==> src/rtl/rcv_pkg.sv <==
// ============================================================================
// rcv_pkg - shared types and constants for the row contrast visibility block
// Field widths, register codes, reset values and the pixel test helpers.
// ============================================================================
package rcv_pkg;

    // Field widths
    localparam int PIXEL_W    = 8;
    localparam int ROW_OUT_W  = 12;
    localparam int FW_W       = 12;
    localparam int FH_W       = 13;
    localparam int Q8_W       = 24;
    localparam int Q8_FRAC    = 8;
    localparam int CFG_IDX_W  = 3;
    localparam int CFG_DATA_W = 24;

    // Smallest usable frame dimension
    localparam int MIN_DIM = 3;

    // d/m >= 0.05 is tested as 20*d >= m
    localparam int CONTRAST_GAIN = 20;

    // Register indexes on the configuration channel
    typedef enum logic [CFG_IDX_W-1:0] {
        REG_FRAME_WIDTH  = 3'd0,
        REG_FRAME_HEIGHT = 3'd1,
        REG_LEFT_TOP     = 3'd2,
        REG_LEFT_SLOPE   = 3'd3,
        REG_RIGHT_TOP    = 3'd4,
        REG_RIGHT_SLOPE  = 3'd5
    } cfg_reg_t;

    // Register reset values
    localparam logic [FW_W-1:0] FRAME_WIDTH_RST  = 12'd640;
    localparam logic [FH_W-1:0] FRAME_HEIGHT_RST = 13'd480;
    localparam logic [Q8_W-1:0] LEFT_TOP_RST     = 24'd0;
    localparam logic [Q8_W-1:0] LEFT_SLOPE_RST   = 24'd0;
    localparam logic [Q8_W-1:0] RIGHT_TOP_RST    = 24'd163840;
    localparam logic [Q8_W-1:0] RIGHT_SLOPE_RST  = 24'd0;

    // Configuration register file contents (Q.8 fields are two's complement)
    typedef struct packed {
        logic [FW_W-1:0] frame_width;
        logic [FH_W-1:0] frame_height;
        logic [Q8_W-1:0] left_col_at_top;
        logic [Q8_W-1:0] left_slope;
        logic [Q8_W-1:0] right_col_at_top;
        logic [Q8_W-1:0] right_slope;
    } cfg_t;

    // Absolute difference of two pixels
    function automatic logic [PIXEL_W-1:0] absdiff(input logic [PIXEL_W-1:0] a,
                                                   input logic [PIXEL_W-1:0] b);
        return (a > b) ? (a - b) : (b - a);
    endfunction

    // Larger of two pixels
    function automatic logic [PIXEL_W-1:0] max_px(input logic [PIXEL_W-1:0] a,
                                                  input logic [PIXEL_W-1:0] b);
        return (a > b) ? a : b;
    endfunction

endpackage

==> src/rtl/rcv_ifs.sv <==


// Configuration writes, one register per beat
interface rcv_cfg_if;
    import rcv_pkg::*;
    logic                  valid;
    logic                  ready;
    logic [CFG_IDX_W-1:0]  index;
    logic [CFG_DATA_W-1:0] data;

    modport source (output valid, output index, output data, input ready);
    modport sink   (input valid, input index, input data, output ready);
endinterface

==> src/rtl/rcv_regs.sv <==
// ============================================================================
// rcv_regs - configuration register file
// Takes register writes and holds pixel input off while a write is presented
// and while the boundary pipeline settles after it.
// ============================================================================
module rcv_regs (
    input  logic           clk,
    input  logic           rst_n,
    rcv_cfg_if.sink        cfg,
    output rcv_pkg::cfg_t  regs,
    output logic           busy
);
    import rcv_pkg::*;

    // Cycles for the boundary pipeline to see new values
    localparam logic [1:0] SETTLE_CYCLES = 2'd2;

    cfg_t       regs_reg;
    logic [1:0] settle_reg;
    logic       wr;

    assign cfg.ready = 1'b1;
    assign wr        = cfg.valid;

    // Register file
    always_ff @(posedge clk or negedge rst_n)
    begin
        if (!rst_n)
        begin
            regs_reg.frame_width      <= FRAME_WIDTH_RST;
            regs_reg.frame_height     <= FRAME_HEIGHT_RST;
            regs_reg.left_col_at_top  <= LEFT_TOP_RST;
            regs_reg.left_slope       <= LEFT_SLOPE_RST;
            regs_reg.right_col_at_top <= RIGHT_TOP_RST;
            regs_reg.right_slope      <= RIGHT_SLOPE_RST;
        end
        else if (wr)
        begin
            case (cfg.index)
                REG_FRAME_WIDTH:  regs_reg.frame_width      <= cfg.data[FW_W-1:0];
                REG_FRAME_HEIGHT: regs_reg.frame_height     <= cfg.data[FH_W-1:0];
                REG_LEFT_TOP:     regs_reg.left_col_at_top  <= cfg.data[Q8_W-1:0];
                REG_LEFT_SLOPE:   regs_reg.left_slope       <= cfg.data[Q8_W-1:0];
                REG_RIGHT_TOP:    regs_reg.right_col_at_top <= cfg.data[Q8_W-1:0];
                REG_RIGHT_SLOPE:  regs_reg.right_slope      <= cfg.data[Q8_W-1:0];
                default:          regs_reg                  <= regs_reg;
            endcase
        end
    end

    // Settle counter
    always_ff @(posedge clk or negedge rst_n)
    begin
        if (!rst_n)
        begin
            settle_reg <= '0;
        end
        else if (wr)
        begin
            settle_reg <= SETTLE_CYCLES;
        end
        else if (settle_reg != '0)
        begin
            settle_reg <= settle_reg - 2'd1;
        end
    end

    assign regs = regs_reg;
    assign busy = cfg.valid || (settle_reg != '0);

endmodule

==> src/flat_wrapper.sv <==
// flat-port wrapper written by rule: the top's interface ports become plain ports
module rcv_regs_flat import rcv_pkg::*;
  (clk, rst_n, regs, busy, cfg_valid, cfg_index, cfg_data, cfg_ready);
  rcv_cfg_if cfg_i ();
  input  logic clk;
  input  logic rst_n;
  output rcv_pkg::cfg_t regs;
  output logic busy;
  input wire logic [$bits(cfg_i.valid)-1:0] cfg_valid;
  input wire logic [$bits(cfg_i.index)-1:0] cfg_index;
  input wire logic [$bits(cfg_i.data)-1:0] cfg_data;
  output wire logic [$bits(cfg_i.ready)-1:0] cfg_ready;
  assign cfg_i.valid = cfg_valid;
  assign cfg_i.index = cfg_index;
  assign cfg_i.data = cfg_data;
  assign cfg_ready = cfg_i.ready;
  rcv_regs u_core (.clk(clk), .rst_n(rst_n), .cfg(cfg_i), .regs(regs), .busy(busy));
endmodule
==> config.mk <==
export PLATFORM = sky130hd
export DESIGN_NAME = rcv_regs_flat
export DESIGN_NICKNAME = d
export VERILOG_FILES = /design/src/rtl/rcv_pkg.sv /design/src/rtl/rcv_ifs.sv /design/src/rtl/rcv_regs.sv /design/src/flat_wrapper.sv
export SDC_FILE = /design/constraint.sdc
export NUM_CORES = 1
export LEC_CHECK = 0
export BUFFER_PORTS_ARGS = -buffer_cell sky130_fd_sc_hd__buf_4
export CORE_UTILIZATION = 46
export CTS_CLUSTER_SIZE = 16
export DETAILED_ROUTE_END_ITERATION = 7
export PLACE_DENSITY_LB_ADDON = 0.12
export SYNTH_ARGS = -nofsm -noshare
export SYNTH_HDL_FRONTEND = slang
export SYNTH_SLANG_ARGS = --single-unit
export TNS_END_PERCENT = 100
==> constraint.sdc <==
create_clock -name clk -period 1.04 [get_ports clk]
set_input_delay 0.208 -clock clk [delete_from_list [all_inputs] [get_ports clk]]
set_output_delay 0.208 -clock clk [all_outputs]
set_load 0.03 [all_outputs]
-- After elaboration in Yosys (flattened, before gate mapping)
Index checks and enable logic that the tools add are counted.
- register bits: 123
- bits of input ports: 30
- output and inout bits: 123
- logic and storage cells: 25
- add/sub/neg operators: 1
- equal/unequal tests: 5
- mux-type cells: 2
- reductions and logical operators: 10
- operators by type and width (kind ; count):
    2-bit AND reduction ; 6
    3-bit by 2-bit == test with 1-bit output, second input constant ; 2
    3-bit == test, second input constant ; 2
    2-bit 2-to-1 mux ; 2
    2-bit nonzero test ; 2
    3-bit by 1-bit == test with 1-bit output, second input constant ; 1
    3-bit logical NOT ; 1
    2-bit by 1-bit subtractor with 2-bit output, second input constant ; 1
    1-bit logical OR ; 1

-- Depth between registers and ports, before layout
- word-level depth: 3
- depth in mapped cells: 5
- gate-level depth less buffers: 4

-- Worst setup path before layout
Ideal clock, no wire load.
- kind: input port to flip-flop
- from: input port cfg_valid
- to: register u_core.regs_reg, in the netlist u_core.regs[110]
- library setup time: 125 ps
- data arrival time: 1211 ps
- data required time: 915 ps
- slack: -295 ps
- stages on the path: 4
- buffers on the path: 2
- cells stage by stage: buf_2 > nor4b_2 > buf_4 > mux2_2
- word-level cells in the longest chain between the ends: 1
- RTL lines (element ; line ; source):
    start: declaration ; flat_wrapper.sv:9 ; input wire logic [$bits(cfg_i.valid)-1:0] cfg_valid;
    2-bit AND reduction (no line) ; -- ;
    end signal: assignment ; rcv_regs.sv:46 ; default: regs_reg <= regs_reg;
    end: declaration ; rcv_regs.sv:18 ; cfg_t regs_reg;
Every way passes these cells.
A chain may end at the register's enable or synchronous reset.

-- Worst setup path after layout
- from: register u_core.settle_reg[0]
- to: output port busy
- word-level cells in the longest chain between the ends: 2
- RTL lines (element ; line ; source):
    start: declaration ; rcv_regs.sv:19 ; logic [1:0] settle_reg;
    start signal: assignment ; rcv_regs.sv:64 ; settle_reg <= settle_reg - 2'd1;
    2-bit nonzero test ; rcv_regs.sv:69 ; assign busy = cfg.valid || (settle_reg != '0);
    1-bit logical OR ; rcv_regs.sv:69 ;
    end: declaration ; flat_wrapper.sv:8 ; output logic busy;
Every way passes these cells.

==> summary.md <==
The setup path with the least slack is of type reg2out. The clock transition at the register clock pins on the worst setup and hold paths after CTS came out at 0.06 ns. For this block, the via count after detailed routing is 3394.

The number of nets handed over by synthesis was 305. Master of the slowest instance on the critical path: sky130_fd_sc_hd__dfrtp_1. Detailed-route DRC error count: 0. For the final number of hold-violating endpoints, the log shows 0. The count of nets left with antenna violations once routing finished came out at 0. The register with the most flip-flops in the layout has 121 of them. The checks that failed: negative setup slack. The largest total area in the synthesized netlist belongs to sky130_fd_sc_hd__dfrtp_1. CTS built an H-tree with a depth of 4. 0 antenna diodes ended up in the layout. Before CTS, the worst setup slack after placement is -0.3505 ns. STA classifies the critical path endpoint as a primary output. The number of distinct standard cells referenced by the synthesized netlist is 18, and the layout cell share with drive strength beyond 1 is 0.7363.

Setup repair after global routing could not meet its margin everywhere. Clock latency on the worst-skew pair, taken at its later pin, is 0.51 ns. The highest net fanout along the worst path was 2. For the global-route usage over all layers, the log shows 0.2437. The violation count after the first detailed-routing iteration is 88. Yosys printed 0 warnings. The first detailed-routing pass ran for 4 iterations. The family with the most delay on the worst path is flip-flops. The post-layout worst setup margin is -0.4671 ns.

Floorplan row count: 37. For the worst setup path, the data required time is 0.83 ns. Counting every sink on the clock net gives 123.

The min-delay analysis places its worst path in the category in2reg. The run finished, with violations left. The run gives 0.4718 as the starting utilization of the core area.

The run gives 0.0006419 ns as the setup skew after layout. Summing all placed instances gives a cell area of 6437 µm². The run gives 4.024 nW as the static leakage.

The post-route clock period utilization is 1.449, and the post-synthesis instance area is 4848 µm². Overflow left after global routing: 0. Dividing the detail-routed wire length by the instance count gives 18.39 µm. The run gives 274 as the gate count of the mapped netlist. The peak ir drop on the vdd network is 1.204 mV, and the minimum clock period after layout is 1.507 ns. The run gives 0.6635 GHz as the highest attainable clock frequency. Averaged over all synthesized cells, the footprint is 17.69 µm². The tools report the number of antenna violations at the first check in global routing as 0. After the last flow step, the layout net total stands at 583. Max-cap violations in this run came to 0. The die covers 10950 µm². The power density of the placed cells is 2469 nW/µm², and the maximum number of buffers from clock root to sink is 2. The number of global-route vias before repair was 3671; the buffering stage count on the worst path with inverters included was 2.

The slack of the worst reg-to-reg path is -0.17 ns, and the largest stage delay on the critical path is 0.38 ns. The placer's final routability congestion estimate is 0.7157. Ranked by total cell area, the synthesized netlist is headed by sky130_fd_sc_hd__dfrtp_1 59%, sky130_fd_sc_hd__mux2_2 19%, sky130_fd_sc_hd__mux2_4 12%. The logs give 0.6369 for the share of the yosys chip area belonging to registers and 0.8119 for the final standard cell utilization of the core.

The portion of synthesized cell area occupied by the leading cell type was 0.5935; the total non-filler cell area in the finished layout was 8344 µm². Compared with the post-synthesis result, the final layout area differs by 72.10%. Entering global routing, the biggest net connects 37 pins. Die outline width: 104.7 µm.

For the worst setup path, the data arrival time is 1.30 ns. Setup violations remaining at the end of the flow were counted as 126. Cell at the root of the clock tree: sky130_fd_sc_hd__clkbuf_8.

The category of the worst setup path launch point was a register. After detailed routing, the number of vias per cell comes to 4.842. Synthesis inferred 123 register bits. Summed over all nets, the half-perimeter wirelength after detailed placement is 7865 µm.

The tools report the number of buffers created by CTS as 17. Traced cell by cell, the critical path runs through inv_2 > ha_4 > nand2b_4 > buf_6. The final count of pins violating max slew was 0. The routed design has 12890 µm of wire. The floorplan step defined a core boundary enclosing 10280 µm². Port buffering added 151 buffers.

TritonCTS built the clock tree. 153 I/O pins were placed. The die is 104.7 µm tall.

The first global-routing pass estimated 20310 µm of wire.
logic make-up (layout without fill, tap and decap cells):
logic type,after synthesis,after routing,synth area share
AOI/OAI and AO/OA,1,1,0.001549
xor gates and xnor gates,1,1,0.001807
adders and majority gates,1,1,0.002580
buffers and inverters,16,307,0.02271
DFF,123,123,0.6369
muxes,121,121,0.3120
other,1,1,0.0007735
and+or+nand+nor,10,10,0.02168
what timing repair did:
item	4_1_cts	5_1_grt
buffers inserted	47	25
hold endpoints to repair	239	0
pin swaps	2	2
hold buffers	26	0
gates resized for setup	127	3
endpoints found under the setup margin	123	124
layer usage:
metal,GRT usage,wire (µm),share of wire,vias to the layer above
met4,0.08048,182,0.014,0
met3,0.06488,562,0.044,20
li1,-,-,-,1523
met2,0.4054,6715,0.52,96
met5,0,0,0,-
met1,0.3102,5432,0.42,1755
cells in the final DEF (no fill, tap or decap), drive strengths merged, types with 2 or more instances in the layout:
master         n
and4bb         3
buf          247
bufinv         4
clkbuf        22
clkinv         3
clkinvlp       2
dfrtp        115
dfstp          8
dlygate4sd3   26
inv            3
mux2         121
nand2b         3
nand4b         2
cell type report:
type / count / area (µm²)
Clock buffer: 22 / 452.9
Clock inverter: 10 / 162.7
Fill cell: 543 / 1933
Inverter: 2 / 7.507
Multi-Input combinational cell: 135 / 1762
Sequential cell: 123 / 3088
Tap cell: 136 / 170.2
Timing Repair Buffer: 273 / 2701
synth_stat cells:
cell                       count
sky130_fd_sc_hd__a21o_1        1
sky130_fd_sc_hd__and4bb_1      2
sky130_fd_sc_hd__and4bb_2      1
sky130_fd_sc_hd__buf_2         7
sky130_fd_sc_hd__buf_4         3
sky130_fd_sc_hd__buf_6         4
sky130_fd_sc_hd__conb_1        1
sky130_fd_sc_hd__dfrtp_1     115
sky130_fd_sc_hd__dfstp_2       8
sky130_fd_sc_hd__ha_1          1
sky130_fd_sc_hd__inv_1         2
sky130_fd_sc_hd__mux2_2       81
sky130_fd_sc_hd__mux2_4       40
sky130_fd_sc_hd__nand2b_1      3
sky130_fd_sc_hd__nand4b_2      2
sky130_fd_sc_hd__nor2_1        1
sky130_fd_sc_hd__nor4b_2       1
sky130_fd_sc_hd__xor2_1        1
power by group:
| group | switching (mW) | internal [mW] |
|---|---|---|
| sequential | 0.826 | 5.92 |
| clock | 2.10 | 4.02 |
| combinational | 3.58 | 4.15 |
per-stage QoR:
stage	setup TNS, ns	hold WS (ns)	cells	total power [mW]
final	-27.63	0.04845	701	20.60
after global routing	-31.85	0.06098	701	21.37
after CTS	-30.24	0.02593	676	20.23
after global placement	-32.06	0.1084	571	12.36
after detailed placement	-34.12	0.1115	571	12.50
after floorplan	-10.61	-0.08759	274	10.07
tightest hold or removal path, stage by stage:
cell and delay, ns:
sky130_fd_sc_hd__buf_4 0.12, sky130_fd_sc_hd__buf_4 0.12, sky130_fd_sc_hd__a21o_1 0.08
worst paths after layout:
kind                                                   from                                to  depth (start not counted)
max                        u_core.settle_reg[0]$_DFFE_PN0P_                              busy                          4
min                                               cfg_valid  u_core.settle_reg[1]$_DFFE_PN0P_                          3
max reg2reg                u_core.settle_reg[0]$_DFFE_PN0P_  u_core.settle_reg[1]$_DFFE_PN0P_                          6
min reg2reg                     u_core.regs[67]$_DFFE_PN0P_       u_core.regs[67]$_DFFE_PN0P_                          1
max in group asynchronous                             rst_n       u_core.regs[39]$_DFFE_PN1P_                          3
min in group asynchronous                             rst_n       u_core.regs[53]$_DFFE_PN0P_                          2
(Power assumes the default switching activity.)
