[config.mk]
export PLATFORM = sky130hd
export DESIGN_NAME = rcv_bound
export DESIGN_NICKNAME = d
export VERILOG_FILES = /design/src/rtl/rcv_pkg.sv /design/src/rtl/rcv_bound.sv
export SDC_FILE = /design/constraint.sdc
export NUM_CORES = 1
export LEC_CHECK = 0
export ABC_AREA = 1
export ABC_CLOCK_PERIOD_IN_PS = 9300
export BUFFER_PORTS_ARGS = -buffer_cell sky130_fd_sc_hd__clkbuf_2
export CORE_MARGIN = 2
export CORE_UTILIZATION = 70
export CTS_CLUSTER_DIAMETER = 40
export CTS_CLUSTER_SIZE = 20
export DETAILED_ROUTE_END_ITERATION = 10
export PLACE_DENSITY = 0.9
export RECOVER_POWER = 50
export SLEW_MARGIN = 20
export SYNTH_ARGS = -nofsm -noshare
export SYNTH_HDL_FRONTEND = slang
export SYNTH_SLANG_ARGS = --single-unit
[constraint.sdc]
create_clock -name clk -period 9.3 [get_ports clk]
set_input_delay 0.93 -clock clk [delete_from_list [all_inputs] [get_ports clk]]
set_output_delay 0.93 -clock clk [all_outputs]
set_load 0.02 [all_outputs]
[src/rtl/rcv_pkg.sv]
// ============================================================================
// rcv_pkg - shared types and constants for the row contrast visibility block
// Field widths, register codes, reset values and the pixel test helpers.
// ============================================================================
package rcv_pkg;

    // Field widths
    localparam int PIXEL_W    = 8;
    localparam int ROW_OUT_W  = 12;
    localparam int FW_W       = 12;
    localparam int FH_W       = 13;
    localparam int Q8_W       = 24;
    localparam int Q8_FRAC    = 8;
    localparam int CFG_IDX_W  = 3;
    localparam int CFG_DATA_W = 24;

    // Smallest usable frame dimension
    localparam int MIN_DIM = 3;

    // d/m >= 0.05 is tested as 20*d >= m
    localparam int CONTRAST_GAIN = 20;

    // Register indexes on the configuration channel
    typedef enum logic [CFG_IDX_W-1:0] {
        REG_FRAME_WIDTH  = 3'd0,
        REG_FRAME_HEIGHT = 3'd1,
        REG_LEFT_TOP     = 3'd2,
        REG_LEFT_SLOPE   = 3'd3,
        REG_RIGHT_TOP    = 3'd4,
        REG_RIGHT_SLOPE  = 3'd5
    } cfg_reg_t;

    // Register reset values
    localparam logic [FW_W-1:0] FRAME_WIDTH_RST  = 12'd640;
    localparam logic [FH_W-1:0] FRAME_HEIGHT_RST = 13'd480;
    localparam logic [Q8_W-1:0] LEFT_TOP_RST     = 24'd0;
    localparam logic [Q8_W-1:0] LEFT_SLOPE_RST   = 24'd0;
    localparam logic [Q8_W-1:0] RIGHT_TOP_RST    = 24'd163840;
    localparam logic [Q8_W-1:0] RIGHT_SLOPE_RST  = 24'd0;

    // Configuration register file contents (Q.8 fields are two's complement)
    typedef struct packed {
        logic [FW_W-1:0] frame_width;
        logic [FH_W-1:0] frame_height;
        logic [Q8_W-1:0] left_col_at_top;
        logic [Q8_W-1:0] left_slope;
        logic [Q8_W-1:0] right_col_at_top;
        logic [Q8_W-1:0] right_slope;
    } cfg_t;

    // Absolute difference of two pixels
    function automatic logic [PIXEL_W-1:0] absdiff(input logic [PIXEL_W-1:0] a,
                                                   input logic [PIXEL_W-1:0] b);
        return (a > b) ? (a - b) : (b - a);
    endfunction

    // Larger of two pixels
    function automatic logic [PIXEL_W-1:0] max_px(input logic [PIXEL_W-1:0] a,
                                                  input logic [PIXEL_W-1:0] b);
        return (a > b) ? a : b;
    endfunction

endpackage

[src/rtl/rcv_bound.sv]
// ============================================================================
// rcv_bound - boundary column of one road line for a given row
// bound = floor((col_at_top + (row - 1) * slope) / 256), two register stages.
// ============================================================================
module rcv_bound #(
    parameter int ROW_W = 12
) (
    input  logic                                     clk,
    input  logic [ROW_W-1:0]                         row,
    input  logic [rcv_pkg::Q8_W-1:0]                 col_at_top,
    input  logic [rcv_pkg::Q8_W-1:0]                 slope,
    output logic signed [ROW_W+rcv_pkg::Q8_W+1-rcv_pkg::Q8_FRAC:0] bound
);
    import rcv_pkg::*;

    localparam int PROD_W = ROW_W + 1 + Q8_W;
    localparam int SUM_W  = PROD_W + 1;
    localparam int BND_W  = SUM_W - Q8_FRAC;

    logic signed [ROW_W:0]    row_m1;
    logic signed [PROD_W-1:0] prod_reg;
    logic signed [SUM_W-1:0]  sum;
    logic signed [BND_W-1:0]  bound_reg;

    // Row index of the judged row is one above the counter
    assign row_m1 = $signed({1'b0, row}) - $signed((ROW_W+1)'(1));

    // Stage 1: offset along the line
    always_ff @(posedge clk)
    begin
        prod_reg <= row_m1 * $signed(slope);
    end

    // Stage 2: add intercept, floor to whole columns
    assign sum = SUM_W'(prod_reg) + SUM_W'($signed(col_at_top));

    always_ff @(posedge clk)
    begin
        bound_reg <= BND_W'(sum >>> Q8_FRAC);
    end

    assign bound = bound_reg;

endmodule

Yosys cells after proc, flatten, opt, wreduce, memory -nomap -nowiden:

Cells that the tools add are included.

* logic and storage cells: 5
* flip-flop bits (word level): 67
* bits of input ports: 61

* add/sub/neg operators: 2
* multiply operators: 1

Operators with widths (count)
* adder 37 x 24 -> 38 bit: 1
* multiplier 13 x 24 -> 37 bit: 1
* subtractor 12 x 1 -> 13 bit, second input constant: 1

Longest topological paths before layout:

Gate-level depths: netlist of the first run.

* depth after elaboration: 2
* depth in mapped cells: 33

Least setup slack after synthesis of the first run:

Ideal clock, no wire load.

* path kind: input to register
* start: input row[0]
* end: register prod_reg[35]
* required time: 9.188 ns
* data arrival time: 6.185 ns
* path buffers: 1
* stages: 29
* slack: 3.002 ns
* cell sequence: inv_2 > ha_1 > nand2_1 > inv_1 > or2_2 > nand2_2 > clkinv_1 > buf_2 > nand2_1 > fa_1 > fa_1 > inv_1 > fa_1 > fa_1 > fa_1 > inv_1 > fa_1 > inv_1 > ha_1 > a21oi_1 > nor2_1 > nor2_1 > nor2_1 > nor2_1 > nand2_1 > nand2_1 > nand2_1 > nand2_1 > nand2_1

* cells in the longest elaborated chain, start to end: 2

RTL lines
* start, declared: RTL line rcv_bound.sv:9 `input logic [ROW_W-1:0] row,`
* subtractor 12 x 1 -> 13 bit: RTL line rcv_bound.sv:26 `assign row_m1 = $signed({1'b0, row}) - $signed((ROW_W+1)'(1));`
* multiplier 13 x 24 -> 37 bit: RTL line rcv_bound.sv:31 `prod_reg <= row_m1 * $signed(slope);`
* end signal, assigned: RTL line rcv_bound.sv:31
* end, declared: RTL line rcv_bound.sv:21 `logic signed [PROD_W-1:0] prod_reg;`

Every way passes these cells.

Worst setup path in the final report of the first run:

* start: input row[0]
* end: register prod_reg[33]

Same word-level chain as after synthesis.

==> run summary, run 1 <==
status: finished clean
Layout area overhead: 5.99%
width of the die: 153 um
max_slew headroom: 14.4%
FFs w/ async S/R, synth: 0%
Primary FF master, synth: dfxtp_1
clk_skew: 7.19 ps
clock tree buffer depth: 2
CTS H-tree depth: 3
cell count after synthesis: 2,147
crit path DAT: 8400 ps
TritonCTS Buffers: 9
Final Net Count: 2,686
Slowest-stage cell, CP: clkbuf_1
Cell Rows: 54
worst hold path class: register to register
Crit path max-delay family: adder cells
RSZ-0062 raised after global routing: false
DRC: 0
I/O pin count: 91
Wirelength per Cell: 18.8 um
dpl hpwl: 40,200 um
multiplexer area fraction after synthesis: 0%
Buffers on Ports: 90
Final Max Tran Viols: 0
clk sink count: 67
max cap viols: 0
Die Ht: 153 um
Syn Std Cell Area: 0.0155 mm^2
synthesized flop and latch total: 67
Seq/Total Area, Yosys: 8.63%
initial DRC count: 1,610
Detail Route Antenna Nets: 0
Yosys cell types: 38
largest family of logic cells by synthesized area: adder cells
drt total wl: 47,000 um
top cell type's share of synthesized area: 36.4%
XOR/XNOR Fraction of Synth Area: 1.86%
Starting Density: 71.2%
CTS Hold Bufs: 0
Synth area leader: fa_1
synth warn: 0
Worst-Margin Slew: 1280 ps
n_diodes: 0
syn nets: 2,617
Largest stage delay, worst path: 910 ps
post_cts resized: 0
via count: 14.4k
Worst-path clk slew: 60 ps
die area: 0.0234 mm^2
Synth area leaders: fa_1 (36%), nand2_1 (15%), inv_1 (11%)
initial antenna violation count: 0
startpoint types: primary input
Post-Synth Simple-Gate Area: 26.4%
Core ar.: 0.0218 mm^2
max FFs per register: 37
Final period util: 87.9%
adder and majority gate portion of the synthesized area: 46.6%
placer congestion estimate: 1.04
average vias per placed instance: 5.75
clock latency at the later pin of the worst-skew pair: 340 ps
setup TNS after final layout: 0 ps
GRT Total Usage: 41.5%
drt first pass iters: 6
pin count of the biggest net entering global routing: 25
root buf cell: clkbuf_16
most frequent CP cell: fa_1
Req. time, crit path: 9530 ps
Final min period: 8180 ps
Overflow after GRT: 0
number of global-route vias before repair: 15.0k
setup repair bufs after CTS: 0
CTS tree: done
Critical path buffers and inverters: 7
Post-synth top cells: nand2_1 (630), inv_1 (474), fa_1 (283)
Avg Cell Area, Syn: 7.24 um^2
crit-path max FO: 24
max frequency: 122 MHz
Post-synth EDFFs: 0
critical path capture point type: register
final hold violation count: 0
# setup viols final: 0
share of cells above drive strength 1: 4.64%
most instantiated library cell after synthesis: nand2_1
Crit Path Category: primary input to register
first-pass GRT wire length: 75,400 um
Compound-Gate Fraction of Synth Area: 3.62%
worst min-delay path: stages (launching register included):
cell     delay, ps
dfxtp_1        310
ha_1           210
xor2_1          80
routing by layer:
metal	vias up	part of all wire (%)	track usage, %
met2	920	45	65.5
met3	201	11	9.19
met4	0	5.2	19.3
met5	-	0	0
met1	6793	38	55.3
li1	6466	-	-
stage by stage:
| step | utilization, % | setup slack (ps) | cell area, um^2 | cells | hold slack [ps] |
|---|---|---|---|---|---|
| global placement | 74.2 | 1750 | 16200 | 2485 | 640 |
| detailed placement | 74.2 | 1510 | 16200 | 2485 | 642 |
| CTS | 75.7 | 1830 | 16500 | 2501 | 645 |
| finish | 75.5 | 1120 | 16500 | 2501 | 647 |
| global route | 75.5 | 768 | 16500 | 2501 | 682 |
| floorplan | - | 3000 | 15500 | 2147 | 579 |
area by class of cell:
cell class	count	area [um^2]
Fill cell	1700	5350
Clock buffer	9	225
Inverter	487	1840
Sequential cell	67	1340
Tap cell	280	350
Timing Repair Buffer	92	420
Multi-Input combinational cell	1559	12200
Clock inverter	7	97.6
cells by family after synthesis:
kind of cell,after synthesis
XOR/XNOR,33
buffers and inverters,521
flip-flops,67
AND/OR/NAND/NOR,1014
adder cells (fa/ha/maj),409
AO/OA/AOI/OAI,103
layout by cell type, fill, tap and decap left out, types with 3 or more instances in the layout:
cell type	n
nand4_1	16
o21ai_0	22
clkbuf_16	9
clkbuf_1	36
a21oi_1	60
clkinv_1	6
o21bai_1	12
xor2_1	26
inv_1	474
a21o_1	5
nand2_2	5
nor3_1	11
inv_6	3
clkbuf_2	54
nand3_1	73
ha_1	126
or2_2	5
nand2_1	630
xnor2_1	7
dfxtp_1	67
fa_1	283
nor2_1	255
nor2_4	9
inv_2	5
final timing paths:
check,start,endpoint,slack [ps],depth (start not counted)
max,row[0],prod_reg[33]$_DFF_P_,1120,26
max reg2reg,prod_reg[28]$_DFF_P_,bound[26]$_DFF_P_,7030,8
min,prod_reg[10]$_DFF_P_,bound[2]$_DFF_P_,650,2
min reg2reg,prod_reg[10]$_DFF_P_,bound[2]$_DFF_P_,650,2
Power of run 1 is left out: the tool's default activity adds up to more than one toggle a clock period on the data nets, which glitch-free logic cannot reach.
==> run 2: changes to the inputs <==
--- a/config.mk
+++ b/config.mk
@@ -6,15 +6,14 @@
 export NUM_CORES = 1
 export LEC_CHECK = 0
 export ABC_AREA = 1
-export ABC_CLOCK_PERIOD_IN_PS = 9300
+export ABC_CLOCK_PERIOD_IN_PS = 10000
 export BUFFER_PORTS_ARGS = -buffer_cell sky130_fd_sc_hd__clkbuf_2
-export CORE_MARGIN = 2
+export CORE_MARGIN = 8
 export CORE_UTILIZATION = 70
 export CTS_CLUSTER_DIAMETER = 40
 export CTS_CLUSTER_SIZE = 20
 export DETAILED_ROUTE_END_ITERATION = 10
 export PLACE_DENSITY = 0.9
-export RECOVER_POWER = 50
 export SLEW_MARGIN = 20
 export SYNTH_ARGS = -nofsm -noshare
 export SYNTH_HDL_FRONTEND = slang
==> constraint.sdc (replaced) <==
create_clock -name clk -period 10 [get_ports clk]
set_input_delay 1 -clock clk [delete_from_list [all_inputs] [get_ports clk]]
set_output_delay 1 -clock clk [all_outputs]
set_load 0.02 [all_outputs]
==> run 2 against run 1 <==
Net effect: register-to-register slack improved by 630 ps; routed wire length fell by 0.13%; critical path depth increased by 2.
==> run summary, run 2 (synthesized netlist as in run 1, its figures left out) <==
status: finished clean
n_diodes: 0
RSZ-0062 raised after global routing: false
Final min period: 7670 ps
drt first pass iters: 7
worst hold path class: register to register
DRC: 0
width of the die: 165 um
max frequency: 130 MHz
Die Ht: 165 um
max FFs per register: 37
CTS Hold Bufs: 0
GRT Total Usage: 36.0%
initial antenna violation count: 0
clk_skew: 8.52 ps
I/O pin count: 91
Wirelength per Cell: 18.8 um
crit path DAT: 7900 ps
commonest non-fill, non-tap cells in the layout: nand2_1 (630), inv_1 (474), fa_1 (283), nor2_1 (255), ha_1 (126)
startpoint types: primary input
TritonCTS Buffers: 9
final instance area: 0.0165 mm^2
final hold violation count: 0
Buffers on Ports: 90
Final Max Tran Viols: 0
Req. time, crit path: 10,230 ps
CTS H-tree depth: 3
dpl hpwl: 39,700 um
most common cell after layout, fill and taps aside: nand2_1
drt total wl: 47,000 um
average vias per placed instance: 5.73
max_slew headroom: 42.7%
Starting Density: 71.2%
max cap viols: 0
Worst-path clk slew: 60 ps
Cell Rows: 54
setup TNS after final layout: 0 ps
post_cts resized: 0
Core ar.: 0.0218 mm^2
Layout area overhead: 6.10%
Detail Route Antenna Nets: 0
clock tree buffer depth: 2
initial DRC count: 1,593
Worst-Margin Slew: 854 ps
Crit Path Category: primary input to register
setup repair bufs after CTS: 0
clock latency at the later pin of the worst-skew pair: 340 ps
pin count of the biggest net entering global routing: 25
via count: 14.3k
share of cells above drive strength 1: 6.17%
hold path depth: 2
root buf cell: clkbuf_16
crit-path max FO: 24
placed cell areas: 0.0162 mm^2
placer congestion estimate: 1.02
first-pass GRT wire length: 75,100 um
number of global-route vias before repair: 14.8k
die area: 0.0272 mm^2
clk sink count: 67
critical path capture point type: register
reg2reg path depth: 8
# setup viols final: 0
Final Net Count: 2,685
Overflow after GRT: 0
CTS tree: done
Final period util: 76.7%
[run 2: worst paths after layout]
path         slack, ps                 start                   end
max               2330                row[0]  prod_reg[36]$_DFF_P_
min                650   prod_reg[8]$_DFF_P_      bound[0]$_DFF_P_
max reg2reg       7660  prod_reg[34]$_DFF_P_     bound[28]$_DFF_P_
min reg2reg        650   prod_reg[8]$_DFF_P_      bound[0]$_DFF_P_
[run 2: layout make-up]
class | instances | area [um^2]
repair buffers | 91 | 458
clock buffers | 11 | 243
flip-flops and latches | 67 | 1340
inverters | 487 | 1840
fillers | 1644 | 5330
well taps | 280 | 350
clock inverters | 5 | 60.1
multi-input cells | 1559 | 12200
[run 2: stage by stage]
stage / cells / hold WS [ps] / utilization [%] / setup slack [ps]
4_1_cts: 2500 / 643 / 75.6 / 2490
3_5_place_dp: 2484 / 636 / 74.2 / 2130
2_1_floorplan: 2147 / 579 / - / 3630
3_3_place_gp: 2484 / 636 / 74.2 / 2370
6_report: 2500 / 647 / 75.6 / 2330
5_1_grt: 2500 / 669 / 75.6 / 1950
[run 2: worst max-delay path, stage by stage]
cell	delay (ps)
clkbuf_2	460
inv_2	130
ha_1	250
nand2_1	130
nor2_2	60
or2_2	260
nand2_1	290
clkinv_1	600
nand2_1	240
fa_1	460
fa_1	550
inv_1	70
fa_1	550
fa_1	420
fa_1	490
inv_1	50
fa_1	500
inv_1	40
ha_1	340
nand2_1	100
inv_1	100
nand2_1	80
nor3_1	130
nand2_1	80
nand2_1	200
nand2_1	110
nand3_1	100
nand2_1	50
[run 2: routing by layer]
layer / wire length [um] / GRT usage (%) / share of wire, % / vias up
met5: 0 / 0 / 0 / -
met4: 2170 / 14.9 / 4.6 / 0
met3: 5710 / 8.62 / 12 / 198
met2: 21000 / 56.3 / 45 / 927
met1: 18100 / 47.3 / 39 / 6732
li1: - / - / - / 6456
Power of run 2 is left out for the same reason.
==> run 3: changes to the inputs <==
--- a/config.mk
+++ b/config.mk
@@ -6,14 +6,14 @@
 export NUM_CORES = 1
 export LEC_CHECK = 0
 export ABC_AREA = 1
-export ABC_CLOCK_PERIOD_IN_PS = 10000
+export ABC_CLOCK_PERIOD_IN_PS = 6520
 export BUFFER_PORTS_ARGS = -buffer_cell sky130_fd_sc_hd__clkbuf_2
 export CORE_MARGIN = 8
-export CORE_UTILIZATION = 70
+export CORE_UTILIZATION = 58
 export CTS_CLUSTER_DIAMETER = 40
 export CTS_CLUSTER_SIZE = 20
 export DETAILED_ROUTE_END_ITERATION = 10
-export PLACE_DENSITY = 0.9
+export PLACE_DENSITY = 0.8
 export SLEW_MARGIN = 20
 export SYNTH_ARGS = -nofsm -noshare
 export SYNTH_HDL_FRONTEND = slang
==> constraint.sdc (replaced) <==
create_clock -name clk -period 6.52 [get_ports clk]
set_input_delay 0.652 -clock clk [delete_from_list [all_inputs] [get_ports clk]]
set_output_delay 0.652 -clock clk [all_outputs]
set_load 0.02 [all_outputs]
==> run 3 against run 2 <==
Net effect: via count fell by 3.2%; cell count rose by 4.5%; flip-flop and latch count did not move; first-iteration DRC count fell by 38%; highest routed layer is now met5.
==> run summary, run 3 (synthesized netlist as in run 1, its figures left out) <==
status: finished clean
Core Util, Final: 64.0%
final hold violation count: 0
drt first pass iters: 8
GRT Total Usage: 27.8%
Crit Path Category: primary input to register
critical path capture point type: register
width of the die: 180 um
via count: 13.9k
DRC: 0
crit-path max FO: 6
root buf cell: clkbuf_16
max_slew headroom: 56.9%
CTS Hold Bufs: 0
Worst-Margin Slew: 640 ps
placed cell areas: 0.0167 mm^2
Cell Rows: 60
Req. time, crit path: 6750 ps
initial antenna violation count: 1
initial DRC count: 986
grt met3 use: 4.98%
Detail Route Antenna Nets: 0
Wirelength per Cell: 16.9 um
Worst-path clk slew: 60 ps
clock tree buffer depth: 2
most common cell after layout, fill and taps aside: nand2_1
placer congestion estimate: 1.02
CTS H-tree depth: 3
die area: 0.0323 mm^2
crit path DAT: 6430 ps
Final min period: 6200 ps
# setup viols final: 0
Die Ht: 180 um
Overflow after GRT: 0
worst hold path class: register to register
max cap viols: 0
number of global-route vias before repair: 14.5k
first-pass GRT wire length: 72,200 um
drt total wl: 44,000 um
clk_skew: 7.36 ps
GRT Max-Usage Layer: met2
GRT met2 Usage: 48.7%
met1 global-route usage: 33.8%
RSZ-0062 raised after global routing: false
most frequent CP cell: nand2_1
commonest non-fill, non-tap cells in the layout: nand2_1 (629), inv_1 (474), fa_1 (282), nor2_1 (252), ha_1 (126)
Final Net Count: 2,737
TritonCTS Buffers: 9
max frequency: 161 MHz
Largest stage delay, worst path: 520 ps
dpl hpwl: 38,700 um
final instance area: 0.0170 mm^2
Starting Density: 58.3%
average vias per placed instance: 5.30
Slowest-stage cell, CP: fa_1
I/O pin count: 91
pin count of the biggest net entering global routing: 24
startpoint types: primary input
Core ar.: 0.0267 mm^2
Final Max Tran Viols: 0
Final period util: 95.0%
clock latency at the later pin of the worst-skew pair: 330 ps
share of cells above drive strength 1: 8.67%
max FFs per register: 37
Layout area overhead: 9.65%
Buffers on Ports: 90
CTS tree: done
clk sink count: 67
==> run 3: cell types whose count changed in the layout (fill, tap and decap cells not counted), sizes merged <==
cell,delta
diode,+1
buf,+52
clkbuf,+1
bufinv,-1
inv,-1
clkinv,-2
clkinvlp,+2
==> run 3: critical path, delay by kind of cell <==
kind | cells | cell delay, ps
AOI/OAI and AO/OA | 1 | 190
adders and majority gates | 8 | 3300
buffers and inverters | 8 | 870
and+or+nand+nor | 13 | 1390
==> run 3: final cells by class <==
type	count	area, um^2
diodes	1	2.50
fillers	2450	9610
clock buffers	12	267
flip-flops and latches	67	1340
multi-input cells	1559	12200
repair buffers	143	911
clock inverters	3	22.5
inverters	487	1840
well taps	341	427
==> run 3: layer usage <==
metal	routed length (um)	up-vias
met5	11	-
li1	-	6570
met1	17700	6593
met2	21200	564
met3	3510	122
met4	1630	2
==> run 3: worst paths after layout <==
path / startpoint / end / slack [ps] / depth (start not counted)
worst max-delay path: row[0] / prod_reg[35]$_DFF_P_ / 320 / 30
worst min-delay path: prod_reg[10]$_DFF_P_ / bound[2]$_DFF_P_ / 640 / 2
worst max register to register: prod_reg[12]$_DFF_P_ / bound[13]$_DFF_P_ / 4640 / 10
worst min register to register: prod_reg[10]$_DFF_P_ / bound[2]$_DFF_P_ / 640 / 2
==> run 3: through the flow <==
step	TNS, ps	std cells	hold slack [ps]	setup WS, ps
6_report	0	2613	645	323
5_1_grt	0	2612	677	4.05
4_1_cts	0	2612	650	229
3_5_place_dp	-650	2597	644	-97.5
3_3_place_gp	0	2597	639	9.92
2_1_floorplan	0	2147	579	500
==> run 3: what timing repair did <==
item	4_1_cts	5_1_grt
setup buffers	0	0
gates resized for setup	0	15
setup endpoints to repair	0	16
Power of run 3 is left out for the same reason.
